==> src/design/ccr_pkg.sv <==
`timescale 1ns / 1ps
// shared types and constants of the checksum copy realign block
package ccr_pkg;

	// default width of the transfer byte counter
	localparam int CCR_LEN_BITS = 16;

	// configuration port address width and data width
	localparam int ADDR_W = 4;
	localparam int DATA_W = 32;

	// register indexes, taken from paddr[3:2]
	localparam logic [1:0] REG_SEED = 2'd0;
	localparam logic [1:0] REG_LEN  = 2'd1;
	localparam logic [1:0] REG_SRC  = 2'd2;
	localparam logic [1:0] REG_DST  = 2'd3;

	// reset value of the length register
	localparam logic [15:0] LEN_RESET = 16'd1;

	typedef struct packed {
		logic [31:0] seed;
		logic [15:0] length;
		logic [2:0]  src_off;
		logic [2:0]  dst_off;
	} cfg_t;

	// destination words produced by one source beat
	typedef struct packed {
		logic [63:0] full_data;
		logic [7:0]  full_en;
		logic        has_full;
		logic [63:0] last_data;
		logic [7:0]  last_en;
		logic        fin;
	} res_t;

	// realigned beat handed to the checksum pipeline
	typedef struct packed {
		res_t        res;
		logic [63:0] lane_a;
		logic [63:0] lane_b;
		logic [31:0] seed;
		logic        first;
	} s2_t;

endpackage

==> src/design/ccr_in_if.sv <==
`timescale 1ns / 1ps
// source word channel
interface ccr_in_if;
	logic        valid;
	logic        ready;
	logic [63:0] src_word;

	modport source (output valid, output src_word, input ready);
	modport sink (input valid, input src_word, output ready);
endinterface

==> src/design/ccr_out_if.sv <==
`timescale 1ns / 1ps
// destination word channel
interface ccr_out_if;
	logic        valid;
	logic        ready;
	logic [63:0] dst_word;
	logic [7:0]  byte_enable;
	logic [15:0] folded_sum;
	logic        final_res;

	modport source (output valid, output dst_word, output byte_enable,
		output folded_sum, output final_res, input ready);
	modport sink (input valid, input dst_word, input byte_enable,
		input folded_sum, input final_res, output ready);
endinterface

==> src/design/ccr_regs.sv <==
`timescale 1ns / 1ps
// apb register file for the transfer configuration
module ccr_regs (
	input  logic                       clk,
	input  logic                       arst_n,
	input  logic                       psel,
	input  logic                       penable,
	input  logic                       pwrite,
	input  logic [ccr_pkg::ADDR_W-1:0] paddr,
	input  logic [ccr_pkg::DATA_W-1:0] pwdata,
	output logic [ccr_pkg::DATA_W-1:0] prdata,
	output logic                       pready,
	output ccr_pkg::cfg_t              cfg
);
	import ccr_pkg::*;

	cfg_t       cfg_q;
	logic       wr_en;
	logic [1:0] idx;

	assign idx    = paddr[3:2];
	assign wr_en  = psel && penable && pwrite;
	assign pready = 1'b1;
	assign cfg    = cfg_q;

	always_ff @(posedge clk or negedge arst_n) begin
		if (!arst_n) begin
			cfg_q.seed    <= '0;
			cfg_q.length  <= LEN_RESET;
			cfg_q.src_off <= '0;
			cfg_q.dst_off <= '0;
		end else if (wr_en) begin
			case (idx)
				REG_SEED: cfg_q.seed    <= pwdata;
				REG_LEN:  cfg_q.length  <= pwdata[15:0];
				REG_SRC:  cfg_q.src_off <= pwdata[2:0];
				REG_DST:  cfg_q.dst_off <= pwdata[2:0];
				default: ;
			endcase
		end
	end

	always_comb begin
		case (idx)
			REG_SEED: prdata = cfg_q.seed;
			REG_LEN:  prdata = {16'd0, cfg_q.length};
			REG_SRC:  prdata = {29'd0, cfg_q.src_off};
			REG_DST:  prdata = {29'd0, cfg_q.dst_off};
			default:  prdata = '0;
		endcase
	end

endmodule

==> src/design/ccr_align.sv <==
`timescale 1ns / 1ps
// transfer sequencing, input register and byte realignment
module ccr_align #(
	parameter int LEN_BITS = ccr_pkg::CCR_LEN_BITS
) (
	input  logic           clk,
	input  logic           arst_n,
	input  ccr_pkg::cfg_t  cfg,
	ccr_in_if.sink         src,
	input  logic           ld3,
	output logic           s2_v,
	output ccr_pkg::s2_t   s2
);
	import ccr_pkg::*;

	// transfer position, advanced at each accepted beat
	logic                first_q;
	logic [LEN_BITS-1:0] left_q;
	logic [2:0]          lpos_q;
	logic [2:0]          dpos_q;

	logic [LEN_BITS-1:0] len_m;
	logic [LEN_BITS-1:0] bl;
	logic [2:0]          b;
	logic [2:0]          lp;
	logic [2:0]          dp;
	logic [3:0]          avail;
	logic [3:0]          k;
	logic                fin;
	logic                acc;
	logic                ld1;
	logic                ld2;

	// input register
	logic        v_s1;
	logic [63:0] word_s1;
	logic [2:0]  b_s1;
	logic [3:0]  k_s1;
	logic [2:0]  lp_s1;
	logic [2:0]  dp_s1;
	logic        first_s1;
	logic        fin_s1;
	logic [31:0] seed_s1;

	// partial checksum lane and partial destination word
	logic [63:0] held_q;
	logic [63:0] dpart_q;
	logic [7:0]  den_q;

	logic [63:0]  sh;
	logic [8:0]   m9;
	logic [7:0]   kmask;
	logic [63:0]  kmask64;
	logic [63:0]  byt;
	logic [63:0]  held_e;
	logic [63:0]  dpart_e;
	logic [7:0]   den_e;
	logic [127:0] cc;
	logic [127:0] cd;
	logic [15:0]  ce;
	logic [3:0]   lsum;
	logic [3:0]   dsum;
	logic [63:0]  held_n;
	logic [63:0]  rem_data;
	logic [7:0]   rem_en;
	logic         con;
	s2_t          s2_n;

	assign len_m = LEN_BITS'(32'(cfg.length));

	always_comb begin
		b     = first_q ? cfg.src_off : 3'd0;
		lp    = first_q ? 3'd0 : lpos_q;
		dp    = first_q ? cfg.dst_off : dpos_q;
		bl    = first_q ? len_m : left_q;
		avail = 4'd8 - {1'b0, b};
		fin   = bl <= LEN_BITS'(avail);
		k     = fin ? bl[3:0] : avail;
	end

	assign ld2       = !s2_v || ld3;
	assign ld1       = !v_s1 || ld2;
	assign src.ready = ld1;
	assign acc       = src.valid && ld1;
	assign con       = v_s1 && ld2;

	always_ff @(posedge clk or negedge arst_n) begin
		if (!arst_n) begin
			first_q <= 1'b1;
			left_q  <= '0;
			lpos_q  <= '0;
			dpos_q  <= '0;
		end else if (acc) begin
			first_q <= fin;
			left_q  <= bl - LEN_BITS'(k);
			lpos_q  <= lp + k[2:0];
			dpos_q  <= dp + k[2:0];
		end
	end

	always_ff @(posedge clk or negedge arst_n) begin
		if (!arst_n) begin
			v_s1 <= 1'b0;
			s2_v <= 1'b0;
		end else begin
			if (ld1) begin
				v_s1 <= src.valid;
			end
			if (ld2) begin
				s2_v <= v_s1;
			end
		end
	end

	always_ff @(posedge clk) begin
		if (acc) begin
			word_s1  <= src.src_word;
			b_s1     <= b;
			k_s1     <= k;
			lp_s1    <= lp;
			dp_s1    <= dp;
			first_s1 <= first_q;
			fin_s1   <= fin;
			seed_s1  <= cfg.seed;
		end
	end

	// take k stream bytes from byte b and drop them at both write positions
	always_comb begin
		sh    = word_s1 >> {b_s1, 3'b000};
		m9    = (9'd1 << k_s1) - 9'd1;
		kmask = m9[7:0];
		for (int i = 0; i < 8; i++) begin
			kmask64[8*i +: 8] = {8{kmask[i]}};
		end
		byt     = sh & kmask64;
		held_e  = first_s1 ? 64'd0 : held_q;
		dpart_e = first_s1 ? 64'd0 : dpart_q;
		den_e   = first_s1 ? 8'd0 : den_q;

		cc   = {64'd0, held_e} | ({64'd0, byt} << {lp_s1, 3'b000});
		cd   = {64'd0, dpart_e} | ({64'd0, byt} << {dp_s1, 3'b000});
		ce   = {8'd0, den_e} | ({8'd0, kmask} << dp_s1);
		lsum = {1'b0, lp_s1} + k_s1;
		dsum = {1'b0, dp_s1} + k_s1;

		held_n   = lsum[3] ? cc[127:64] : cc[63:0];
		rem_data = dsum[3] ? cd[127:64] : cd[63:0];
		rem_en   = dsum[3] ? ce[15:8] : ce[7:0];

		// an incomplete lane adds as zero, which only absorbs the carry
		s2_n.lane_a        = lsum[3] ? cc[63:0] : 64'd0;
		s2_n.lane_b        = fin_s1 ? held_n : 64'd0;
		s2_n.seed          = seed_s1;
		s2_n.first         = first_s1;
		s2_n.res.full_data = cd[63:0];
		s2_n.res.full_en   = ce[7:0];
		s2_n.res.has_full  = dsum[3];
		s2_n.res.last_data = rem_data;
		s2_n.res.last_en   = rem_en;
		s2_n.res.fin       = fin_s1;
	end

	always_ff @(posedge clk) begin
		if (con) begin
			held_q  <= held_n;
			dpart_q <= rem_data;
			den_q   <= rem_en;
			s2      <= s2_n;
		end
	end

endmodule

==> src/design/ccr_csum.sv <==
`timescale 1ns / 1ps
// ones-complement accumulator, final lane add and fold
module ccr_csum (
	input  logic          clk,
	input  logic          arst_n,
	input  logic          s2_v,
	input  ccr_pkg::s2_t  s2,
	input  logic          ld_out,
	output logic          ld3,
	output logic          s5_v,
	output ccr_pkg::res_t res5,
	output logic [15:0]   folded
);
	import ccr_pkg::*;

	logic [63:0] acc_q;
	logic        carry_q;

	logic [63:0] acc_in;
	logic        cin;
	logic [64:0] sum_a;
	logic [64:0] sum_b;
	logic [63:0] tot;

	logic        v_s3;
	res_t        res_s3;
	logic [63:0] sum_s3;
	logic        c_s3;
	logic [63:0] lb_s3;

	logic        v_s4;
	res_t        res_s4;
	logic [63:0] sum_s4;
	logic        c_s4;

	logic        v_s5;
	res_t        res_s5;
	logic [63:0] tot_s5;

	logic        ld4;
	logic        ld5;

	logic [32:0] f1;
	logic [17:0] f2;
	logic [16:0] f3;
	logic [16:0] f4;

	assign ld5 = !v_s5 || ld_out;
	assign ld4 = !v_s4 || ld5;
	assign ld3 = !v_s3 || ld4;

	// carry-in never wraps the sum: a set carry leaves the sum below all ones
	always_comb begin
		acc_in = s2.first ? {32'd0, s2.seed} : acc_q;
		cin    = s2.first ? 1'b0 : carry_q;
		sum_a  = {1'b0, acc_in} + {1'b0, s2.lane_a} + {64'd0, cin};
		sum_b  = {1'b0, sum_s3} + {1'b0, lb_s3} + {64'd0, c_s3};
		tot    = sum_s4 + {63'd0, c_s4};
	end

	always_ff @(posedge clk or negedge arst_n) begin
		if (!arst_n) begin
			v_s3 <= 1'b0;
			v_s4 <= 1'b0;
			v_s5 <= 1'b0;
		end else begin
			if (ld3) begin
				v_s3 <= s2_v;
			end
			if (ld4) begin
				v_s4 <= v_s3;
			end
			if (ld5) begin
				v_s5 <= v_s4;
			end
		end
	end

	always_ff @(posedge clk) begin
		if (s2_v && ld3) begin
			acc_q   <= sum_a[63:0];
			carry_q <= sum_a[64];
			res_s3  <= s2.res;
			sum_s3  <= sum_a[63:0];
			c_s3    <= sum_a[64];
			lb_s3   <= s2.lane_b;
		end
		if (v_s3 && ld4) begin
			res_s4 <= res_s3;
			sum_s4 <= sum_b[63:0];
			c_s4   <= sum_b[64];
		end
		if (v_s4 && ld5) begin
			res_s5 <= res_s4;
			tot_s5 <= tot;
		end
	end

	// fold 64 bits down to 16 with end-around carries
	always_comb begin
		f1 = {1'b0, tot_s5[31:0]} + {1'b0, tot_s5[63:32]};
		f2 = {2'd0, f1[15:0]} + {1'b0, f1[32:16]};
		f3 = {1'b0, f2[15:0]} + {15'd0, f2[17:16]};
		f4 = {1'b0, f3[15:0]} + {16'd0, f3[16]};
	end

	assign folded = f4[15:0];
	assign s5_v   = v_s5;
	assign res5   = res_s5;

endmodule

==> src/design/ccr_out.sv <==
`timescale 1ns / 1ps
// result register, up to two destination beats per source beat
module ccr_out (
	input  logic          clk,
	input  logic          arst_n,
	input  logic          s5_v,
	input  ccr_pkg::res_t res5,
	input  logic [15:0]   folded,
	output logic          ld_out,
	ccr_out_if.source     dst
);
	import ccr_pkg::*;

	logic        v_q;
	logic        phase_q;
	res_t        res_q;
	logic [15:0] sum_q;
	logic        on_full;
	logic        last_beat;

	// full word goes first, then the final beat if the transfer ends here
	assign on_full   = res_q.has_full && !phase_q;
	assign last_beat = !on_full || !res_q.fin;
	assign ld_out    = !v_q || (dst.ready && last_beat);

	always_ff @(posedge clk or negedge arst_n) begin
		if (!arst_n) begin
			v_q     <= 1'b0;
			phase_q <= 1'b0;
		end else if (ld_out) begin
			v_q     <= s5_v && (res5.has_full || res5.fin);
			phase_q <= 1'b0;
		end else if (dst.ready) begin
			phase_q <= 1'b1;
		end
	end

	always_ff @(posedge clk) begin
		if (ld_out) begin
			res_q <= res5;
			sum_q <= folded;
		end
	end

	always_comb begin
		dst.valid = v_q;
		if (on_full) begin
			dst.dst_word    = res_q.full_data;
			dst.byte_enable = res_q.full_en;
			dst.folded_sum  = 16'd0;
			dst.final_res   = 1'b0;
		end else begin
			dst.dst_word    = res_q.last_data;
			dst.byte_enable = res_q.last_en;
			dst.folded_sum  = sum_q;
			dst.final_res   = 1'b1;
		end
	end

endmodule

==> src/design/checksum_copy_realign.sv <==
`timescale 1ns / 1ps
// top level of the realigning copy engine with ones-complement checksum
//
//  channel  dir  beat contents                                   handshake
//  src      in   src_word                                        valid/ready
//  dst      out  dst_word, byte_enable, folded_sum, final_res    valid/ready
//  apb      in   seed, length, source and destination offsets    psel/penable
//
// one source word per cycle while dst keeps up and no beat needs two dst beats;
// the first result passes the input, realign, accumulate, final add, carry and
// fold/result registers after the source beat is taken
// a source beat that completes a destination word and ends the transfer gives
// two destination beats and holds the result register until both are taken
// a stalled dst fills the pipeline bubbles first, then src ready drops
// reset clears the valid flags, the output phase, the transfer position and the config registers; no memories
module checksum_copy_realign #(
	parameter int LEN_BITS = ccr_pkg::CCR_LEN_BITS
) (
	input  logic                       clk,
	input  logic                       arst_n,
	input  logic                       psel,
	input  logic                       penable,
	input  logic                       pwrite,
	input  logic [ccr_pkg::ADDR_W-1:0] paddr,
	input  logic [ccr_pkg::DATA_W-1:0] pwdata,
	output logic [ccr_pkg::DATA_W-1:0] prdata,
	output logic                       pready,
	ccr_in_if.sink                     src,
	ccr_out_if.source                  dst
);
	import ccr_pkg::*;

	cfg_t        cfg;
	logic        s2_v;
	s2_t         s2;
	logic        ld3;
	logic        s5_v;
	res_t        res5;
	logic [15:0] folded;
	logic        ld_out;

	// configuration is sampled by the first source beat of a transfer
	ccr_regs u_regs (
		.clk     (clk),
		.arst_n  (arst_n),
		.psel    (psel),
		.penable (penable),
		.pwrite  (pwrite),
		.paddr   (paddr),
		.pwdata  (pwdata),
		.prdata  (prdata),
		.pready  (pready),
		.cfg     (cfg)
	);

	// byte counting, source extraction and placement at both positions
	ccr_align #(
		.LEN_BITS (LEN_BITS)
	) u_align (
		.clk    (clk),
		.arst_n (arst_n),
		.cfg    (cfg),
		.src    (src),
		.ld3    (ld3),
		.s2_v   (s2_v),
		.s2     (s2)
	);

	// 64-bit sum with deferred carry, one lane add per beat in the loop
	ccr_csum u_csum (
		.clk    (clk),
		.arst_n (arst_n),
		.s2_v   (s2_v),
		.s2     (s2),
		.ld_out (ld_out),
		.ld3    (ld3),
		.s5_v   (s5_v),
		.res5   (res5),
		.folded (folded)
	);

	// result register parts the pipeline from the dst side
	ccr_out u_out (
		.clk    (clk),
		.arst_n (arst_n),
		.s5_v   (s5_v),
		.res5   (res5),
		.folded (folded),
		.ld_out (ld_out),
		.dst    (dst)
	);

endmodule
==> src/flat_wrapper.sv <==
// flat-port wrapper written by rule: the top's interface ports become plain ports
module checksum_copy_realign_flat import ccr_pkg::*;
#(
	parameter int LEN_BITS = ccr_pkg::CCR_LEN_BITS
)
  (clk, arst_n, psel, penable, pwrite, paddr, pwdata, prdata, pready, src_valid, src_src_word, src_ready, dst_valid, dst_dst_word, dst_byte_enable, dst_folded_sum, dst_final_res, dst_ready);
  ccr_in_if src_i ();
  ccr_out_if dst_i ();
  input  logic clk;
  input  logic arst_n;
  input  logic psel;
  input  logic penable;
  input  logic pwrite;
  input  logic [ccr_pkg::ADDR_W-1:0] paddr;
  input  logic [ccr_pkg::DATA_W-1:0] pwdata;
  output logic [ccr_pkg::DATA_W-1:0] prdata;
  output logic pready;
  input wire logic [$bits(src_i.valid)-1:0] src_valid;
  input wire logic [$bits(src_i.src_word)-1:0] src_src_word;
  output wire logic [$bits(src_i.ready)-1:0] src_ready;
  output wire logic [$bits(dst_i.valid)-1:0] dst_valid;
  output wire logic [$bits(dst_i.dst_word)-1:0] dst_dst_word;
  output wire logic [$bits(dst_i.byte_enable)-1:0] dst_byte_enable;
  output wire logic [$bits(dst_i.folded_sum)-1:0] dst_folded_sum;
  output wire logic [$bits(dst_i.final_res)-1:0] dst_final_res;
  input wire logic [$bits(dst_i.ready)-1:0] dst_ready;
  assign src_i.valid = src_valid;
  assign src_i.src_word = src_src_word;
  assign src_ready = src_i.ready;
  assign dst_valid = dst_i.valid;
  assign dst_dst_word = dst_i.dst_word;
  assign dst_byte_enable = dst_i.byte_enable;
  assign dst_folded_sum = dst_i.folded_sum;
  assign dst_final_res = dst_i.final_res;
  assign dst_i.ready = dst_ready;
  checksum_copy_realign #(.LEN_BITS(LEN_BITS)) u_core (.clk(clk), .arst_n(arst_n), .psel(psel), .penable(penable), .pwrite(pwrite), .paddr(paddr), .pwdata(pwdata), .prdata(prdata), .pready(pready), .src(src_i), .dst(dst_i));
endmodule
==> config.mk <==
export PLATFORM = sky130hd
export DESIGN_NAME = checksum_copy_realign_flat
export DESIGN_NICKNAME = d
export VERILOG_FILES = /design/src/design/ccr_pkg.sv /design/src/design/ccr_in_if.sv /design/src/design/ccr_out_if.sv /design/src/design/ccr_regs.sv /design/src/design/ccr_align.sv /design/src/design/ccr_csum.sv /design/src/design/ccr_out.sv /design/src/design/checksum_copy_realign.sv /design/src/flat_wrapper.sv
export SDC_FILE = /design/constraint.sdc
export NUM_CORES = 2
export LEC_CHECK = 0
export ABC_AREA = 1
export BUFFER_PORTS_ARGS = -buffer_cell sky130_fd_sc_hd__buf_4
export CORE_ASPECT_RATIO = 0.6
export CORE_UTILIZATION = 57
export CTS_CLUSTER_DIAMETER = 30
export CTS_CLUSTER_SIZE = 30
export DETAILED_ROUTE_END_ITERATION = 12
export PLACE_DENSITY_LB_ADDON = 0.05
export SETUP_SLACK_MARGIN = 0.4
export SLEW_MARGIN = 0
export SYNTH_ARGS = -nofsm -noshare
export SYNTH_HDL_FRONTEND = slang
export SYNTH_SLANG_ARGS = --single-unit
==> constraint.sdc <==
create_clock -name clk -period 30.4 [get_ports clk]
set_input_delay 1.52 -clock clk [delete_from_list [all_inputs] [get_ports clk]]
set_output_delay 1.52 -clock clk [all_outputs]
set_load 0.1 [all_outputs]
Word level (Yosys, flattened, before mapping) --
Index checks and enable logic that the tools add are counted.
Operators by class: add/sub/neg operators 16, order comparisons 1, equality and inequality tests 3, shifts and indexed selects 5, multiplexer cells 20, bitwise gates (word level) 4, reduce and logical (&&, ||, !) cells 33
Operator list (number):
- 64-bit 2-to-1 mux | 6
- 64-bit by 128-bit bitwise OR with 128-bit output | 2
- 64-bit by 6-bit << shifter with 128-bit output | 2
- 64-bit by 64-bit adder with 65-bit output | 2
- 65-bit by 1-bit adder with 65-bit output | 2
- 32-bit case mux with 4 select lines | 1
- 64-bit by 1-bit adder with 64-bit output | 1
- 64-bit bitwise AND | 1
- 64-bit by 6-bit right shift with 64-bit output | 1
- 32-bit by 32-bit adder with 33-bit output | 1
- 16-bit 2-to-1 mux | 2
- 8-bit 2-to-1 mux | 3
- 16-bit by 17-bit adder with 18-bit output | 1
- 16-bit by 2-bit adder with 17-bit output | 1
- 16-bit by 1-bit adder with 16-bit output | 1
- 16-bit by 4-bit <= comparator with 1-bit output | 1
- 8-bit by 16-bit bitwise OR with 16-bit output | 1
- 8-bit by 3-bit << shifter with 16-bit output | 1
- 16-bit by 4-bit subtractor with 16-bit output | 1
- 1-bit logical AND | 10
- 1-bit logical NOT | 9
- 3-bit 2-to-1 mux | 3
- 3-bit by 4-bit adder with 4-bit output | 2
- 1-bit logical OR | 8
- other kinds (11) | 19
Storage, ports and cells: register bits 1424, input port bits 107, output and inout bits 124, word-level logic and storage cells 147

Longest topological paths before layout --
depth after elaboration 12, mapped depth 50, mapped depth without buffers 50

Hierarchy --
A second synthesis with hierarchy kept.
Unflattened totals: cells, all modules 7069, area, all modules 70101.0 um^2
Modules (own cells, without submodules):
- ccr_csum | times used 1, cells an instance 3239, area each 35048.6 um^2, sequential area each 20975.1 um^2
- ccr_align | times used 1, cells an instance 3051, area each 26406.6 um^2, sequential area each 15100.7 um^2
- ccr_out | times used 1, cells an instance 440, area each 5989.5 um^2, sequential area each 4914.7 um^2
- ccr_regs | times used 1, cells an instance 339, area each 2656.3 um^2, sequential area each 1352.5 um^2

Least setup slack after synthesis --
OpenSTA, ideal clock, no wires.
path type input to register, start point input dst_ready, end point register u_core.u_align.held_q[0], enable pin, setup time 1118 ps, data arrival time 17425 ps, required time 29282 ps, setup slack 11857 ps, stages 8, path buffers 0, cells stage by stage nand2_1 nand3_1 nor2_1 inv_1 nor2_1 inv_1 nor2_1 nor2_1
Between the ends: word-level cells in the longest chain between the ends 7
RTL lines:
- from (decl) | RTL line flat_wrapper.sv:26 | input wire logic [$bits(dst_i.ready)-1:0] dst_ready;
- 1-bit logical AND | RTL line ccr_out.sv:24 | assign ld_out = !v_q || (dst.ready && last_beat);
- 1-bit logical OR | RTL line ccr_out.sv:24
- 1-bit logical OR | RTL line ccr_csum.sv:48 | assign ld5 = !v_s5 || ld_out;
- 1-bit logical OR | RTL line ccr_csum.sv:49 | assign ld4 = !v_s4 || ld5;
- 1-bit logical OR | RTL line ccr_csum.sv:50 | assign ld3 = !v_s3 || ld4;
- 1-bit logical OR | RTL line ccr_align.sv:81 | assign ld2 = !s2_v || ld3;
- 1-bit logical AND | RTL line ccr_align.sv:85 | assign con = v_s1 && ld2;
- via u_core.u_align.con | RTL line ccr_align.sv:66 | logic con;
- to (signal assigned) | RTL line ccr_align.sv:166 | held_q <= held_n;
- to (decl) | RTL line ccr_align.sv:46 | logic [63:0] held_q;
The timed path passes the listed nets, and every way through them passes these cells. A chain may end at the register's enable or synchronous reset.

Worst setup path after layout --
start point register u_core.u_csum.tot_s5[8], end point register u_core.u_out.sum_q[14], data pin
Between the ends: word-level cells in the longest chain between the ends 4
RTL lines:
- from (decl) | RTL line ccr_csum.sv:38 | logic [63:0] tot_s5;
- from (signal assigned) | RTL line ccr_csum.sv:95 | tot_s5 <= tot;
- 32-bit by 32-bit adder with 33-bit output | RTL line ccr_csum.sv:101 | f1 = {1'b0, tot_s5[31:0]} + {1'b0, tot_s5[63:32]};
- 16-bit by 17-bit adder with 18-bit output | RTL line ccr_csum.sv:102 | f2 = {2'd0, f1[15:0]} + {1'b0, f1[32:16]};
- 16-bit by 2-bit adder with 17-bit output | RTL line ccr_csum.sv:103 | f3 = {1'b0, f2[15:0]} + {15'd0, f2[17:16]};
- 16-bit by 1-bit adder with 16-bit output | RTL line ccr_csum.sv:104 | f4 = {1'b0, f3[15:0]} + {16'd0, f3[16]};
- via u_core.folded[14] | RTL line checksum_copy_realign.sv:39 | logic [15:0] folded;
- to (signal assigned) | RTL line ccr_out.sv:41 | sum_q <= folded;
- to (decl) | RTL line ccr_out.sv:17 | logic [15:0] sum_q;
The timed path passes the listed nets, and every way through them passes these cells.

==> results.md <==
* Run status: finished, violations left
* Failing checks: capacitance limit, slew limit
* Setup slack, reg-to-reg at 22.26 ns
* Nets at ~7500
* Async SR Flop Fraction at 5.90%
* Post-CTS sizing at 0
* CORE AREA at 120000 µm²
* TritonCTS clock tree: done
* Post-CTS Hold Buffers at 0
* Largest net degree at the start of global routing at around 160
* Fill cell count at 9193
* Critical path depth at 44
* Ports at 231
* Post-layout util at 66.0%
* Wire length of the first global-routing pass at 322000 µm
* RSZ-0062 raised after global routing: false
* Clock Latency Late Sink at 0.84 ns
* Antenna Nets Post-Route at 0
* Synth Area in Compound Gates at 8.84%
* Number of setup violations in the final report at 0
* Worst hold path class: reg -> reg
* Post-Synth Simple-Gate Area at a little under a fifth
* Hold path depth at 0
* Port bufs at about 230
* Slowest-stage cell, CP: edfxtp_1
* Die X at 453 µm
* Crit-path max FO at 6
* Distinct cells, synth at between 60 and 70
* Avg Cell Area, Syn at about 10 µm²
* Worst reg2reg path depth at 44
* Largest family of logic cells by synthesized area: simple AND/OR/NAND/NOR gates
* Initial antenna violation count at 40
* CTS root buffer: clkbuf_16
* Xor and xnor area share after synthesis at 2.99%
* Max-Cap Viols at 1
* Area leader, netlist: edfxtp_1
* Initial DRC Count at 8639
* Drt total wl at 225000 µm
* DIE AREA at 124000 µm²
* Netlist Area Pre-Place at between 60000 and 70000 µm²
* Setup_tns at 0 ns
* Worst r2r dst: u_core.u_out.sum_q[14]
* Max incr delay on CP at 0.59 ns
* DIE HEIGHT at 273 µm
* Post-route DRC at 0
* GRT Util Overall at 36.2%
* Vias at between 50000 and 60000
* Tmin final at around 8.1 ns
* Seq/Total Area, Yosys at 60.8%
* Yosys top cell area share at between 50% and 60%
* Total CTS buffers at 177
* #FFs+latches synth at 1424
* Most frequent CP cell: nor2_1
* Syn. warnings at 0
* CTS Sinks at 1424
* Syn Nets at 7295
* Synth Area in Adders at 3.81%
* EDFF count, synth at 1340
* Final worst path period share at 26.8%
* WL/cell at approximately 25 µm
* Layout Skew at 0.0612 ns
* First-pass DRT Iterations at 8
* Max Clk Rate at 123 MHz
* Top_reg_cell synth: edfxtp_1
* WS Path Type: reg -> reg
* Kind of cell adding the most delay to the critical path: simple AND/OR/NAND/NOR gates
* Crit end category: flip-flop
* Area Growth Syn to Fin at 13.9%
* Hold path startpoint: u_core.u_csum.res_s4[54]
* # Post-CTS Setup Buffers at 0
* DP Cell Count at 8638
* Hold endpoint: u_core.u_csum.res5[54]
* Post-synthesis mux area share at 0.515%
* Slew Limit Fails at 5
* Clock slew at reported path FFs at 0.06 ns
* Area contributors post-synth: edfxtp_1 (58%), nand2_1 (10%), inv_1 (3.5%), ha_1 (3.5%), o21ai_0 (3.2%)
* H-tree depth at 4
* Worst slew pin tran at ~1.5 ns
* Worst setup SP type: flip-flop
* Largest buffer count on any clock path at 3
* Hold WS at between 0.3 and 0.4 ns
* FP Rows at 98
* Synth Instances at approximately 7000
* CP required at about 31 ns
* Post-DP HPWL at 168000 µm
* Max-slew headroom at -2.36%
* Number of vias per cell at 5.94
* Worst EP arrival at 8.70 ns
* Total area of sequential cells at 42300 µm²
* Starting density of the core at 58.0%
* Worst Path Buf+Inv at 3
* Vias in the first global route at 47800
* Fin. Hold Viols at 0
* Cell Count, Final, Fillers Out at about 9000
* GRT overflow at 0
* R2r startpoint: u_core.u_csum.tot_s5[8]
* GPL Wtd Cong at 1.05
* Footprint of the multi-input gates at around 24000 µm²
* Share of layout cells above drive strength 1 at 10.4%
-- worst max path at each step --
stage	from	end	slack, ns
global placement	u_core.u_csum.tot_s5[8]	u_core.u_out.sum_q[12]	22.35
finish	u_core.u_csum.tot_s5[8]	u_core.u_out.sum_q[14]	22.26
global route	u_core.u_csum.tot_s5[8]	u_core.u_out.sum_q[14]	21.31
CTS	u_core.u_csum.tot_s5[8]	u_core.u_out.sum_q[14]	22.25
detailed placement	u_core.u_csum.tot_s5[8]	u_core.u_out.sum_q[12]	22.38
floorplan	dst_ready	u_core.u_align.held_q[0]	11.86
-- sequential cells by signal (all words and copies together) (netlist names), 4 cells and up --
register	count
u_core.u_regs.cfg	54
u_core.u_align.k_s1	4
u_core.u_csum.res5	146
u_core.u_csum.sum_s3	64
u_core.u_align.seed_s1	32
u_core.u_csum.res_s4	146
u_core.u_out.sum_q	16
u_core.u_csum.lb_s3	64
u_core.u_out.res_q	146
u_core.u_csum.res_s3	146
u_core.u_align.held_q	64
u_core.u_csum.tot_s5	64
u_core.u_csum.sum_s4	64
u_core.u_align.s2	307
u_core.u_align.left_q	16
u_core.u_align.word_s1	64
-- metrics by stage --
stage | instance area [µm²] | worst slack, ns
after floorplan | 69700 | 11.86
after global routing | 79300 | 21.31
after detailed placement | 73000 | 22.38
final | 79300 | 22.26
after global placement | 73000 | 22.35
after CTS | 79300 | 22.25
-- cells in the mapped netlist (5+ instances only) --
library cell / n
edfxtp_1: 1340
nand3_2: 6
nand4_1: 53
clkbuf_1: 151
nor2_2: 20
o21ai_1: 88
nand2_2: 17
dfrtp_1: 82
a21o_1: 12
and2_1: 8
or2_2: 34
nand2_1: 1901
or2_1: 12
mux2_2: 31
o21ai_0: 445
ha_1: 196
nand3_1: 333
xnor2_1: 65
nor3_1: 64
fa_1: 10
buf_2: 28
o21bai_1: 14
nor4_1: 22
buf_1: 38
o21a_1: 16
a22o_1: 8
a31oi_1: 48
inv_2: 19
a21oi_1: 368
inv_1: 659
nor2_1: 559
o211ai_1: 78
a21boi_0: 10
o21ai_2: 6
a221oi_1: 8
xor2_1: 171
nor2_4: 5
-- metal layers --
metal | global-route usage, % | part of all wire, % | vias to the layer above
met5 | 1.03 | 0.14 | -
met4 | 6.13 | 1.4 | 16
met3 | 16.3 | 17 | 271
met2 | 43.2 | 36 | 3357
met1 | 58.7 | 46 | 25400
li1 | - | - | 24400
-- cell families (layout without fill, tap and decap cells) --
group | Yosys count | in the layout
buf+inv | 906 | 1296
xor+xnor | 237 | 237
other cells | 1 | 9
flops | 1424 | 1424
simple gates | 3054 | 3054
fa+ha+maj | 206 | 206
compound gates | 1122 | 1122
mux | 32 | 32
-- cell type report --
class                      instances  share of cell area [%]
clock buffer                     185                    5.66
timing repair buffer             281                    2.71
clock inverter                   148                    2.29
inverter                         682                    3.25
sequential                      1424                    53.4
multi-input combinational       4652                    30.2
tap                             1600                    2.52
antenna                            8                  0.0252
-- placed cells by master, fill, tap and decap left out, drive strengths merged, types with 68 or more instances in the layout --
cell / netlist / routed
inv: 678 / 729
nand3: 341 / 341
edfxtp: 1340 / 1340
nor2: 585 / 585
o211ai: 78 / 78
ha: 196 / 196
clkinv: 4 / 76
a21oi: 370 / 370
xor2: 172 / 172
clkbuf: 151 / 186
dfrtp: 82 / 82
nand2: 1922 / 1922
nor3: 68 / 68
buf: 73 / 280
o21ai: 539 / 539
-- worst register-to-register path, delay by kind of cell, from the launching register on --
kind                       cells  cell delay [ns]
DFF                            1             0.59
adders and majority gates      6             1.66
AOI/OAI and AO/OA              8             2.04
and+or+nand+nor               25             2.95
buffers and inverters          3             0.23
xor gates and xnor gates       2             0.38
Power is left out: the tool's default activity adds up to more than one toggle a clock period on the data nets, which glitch-free logic cannot reach.
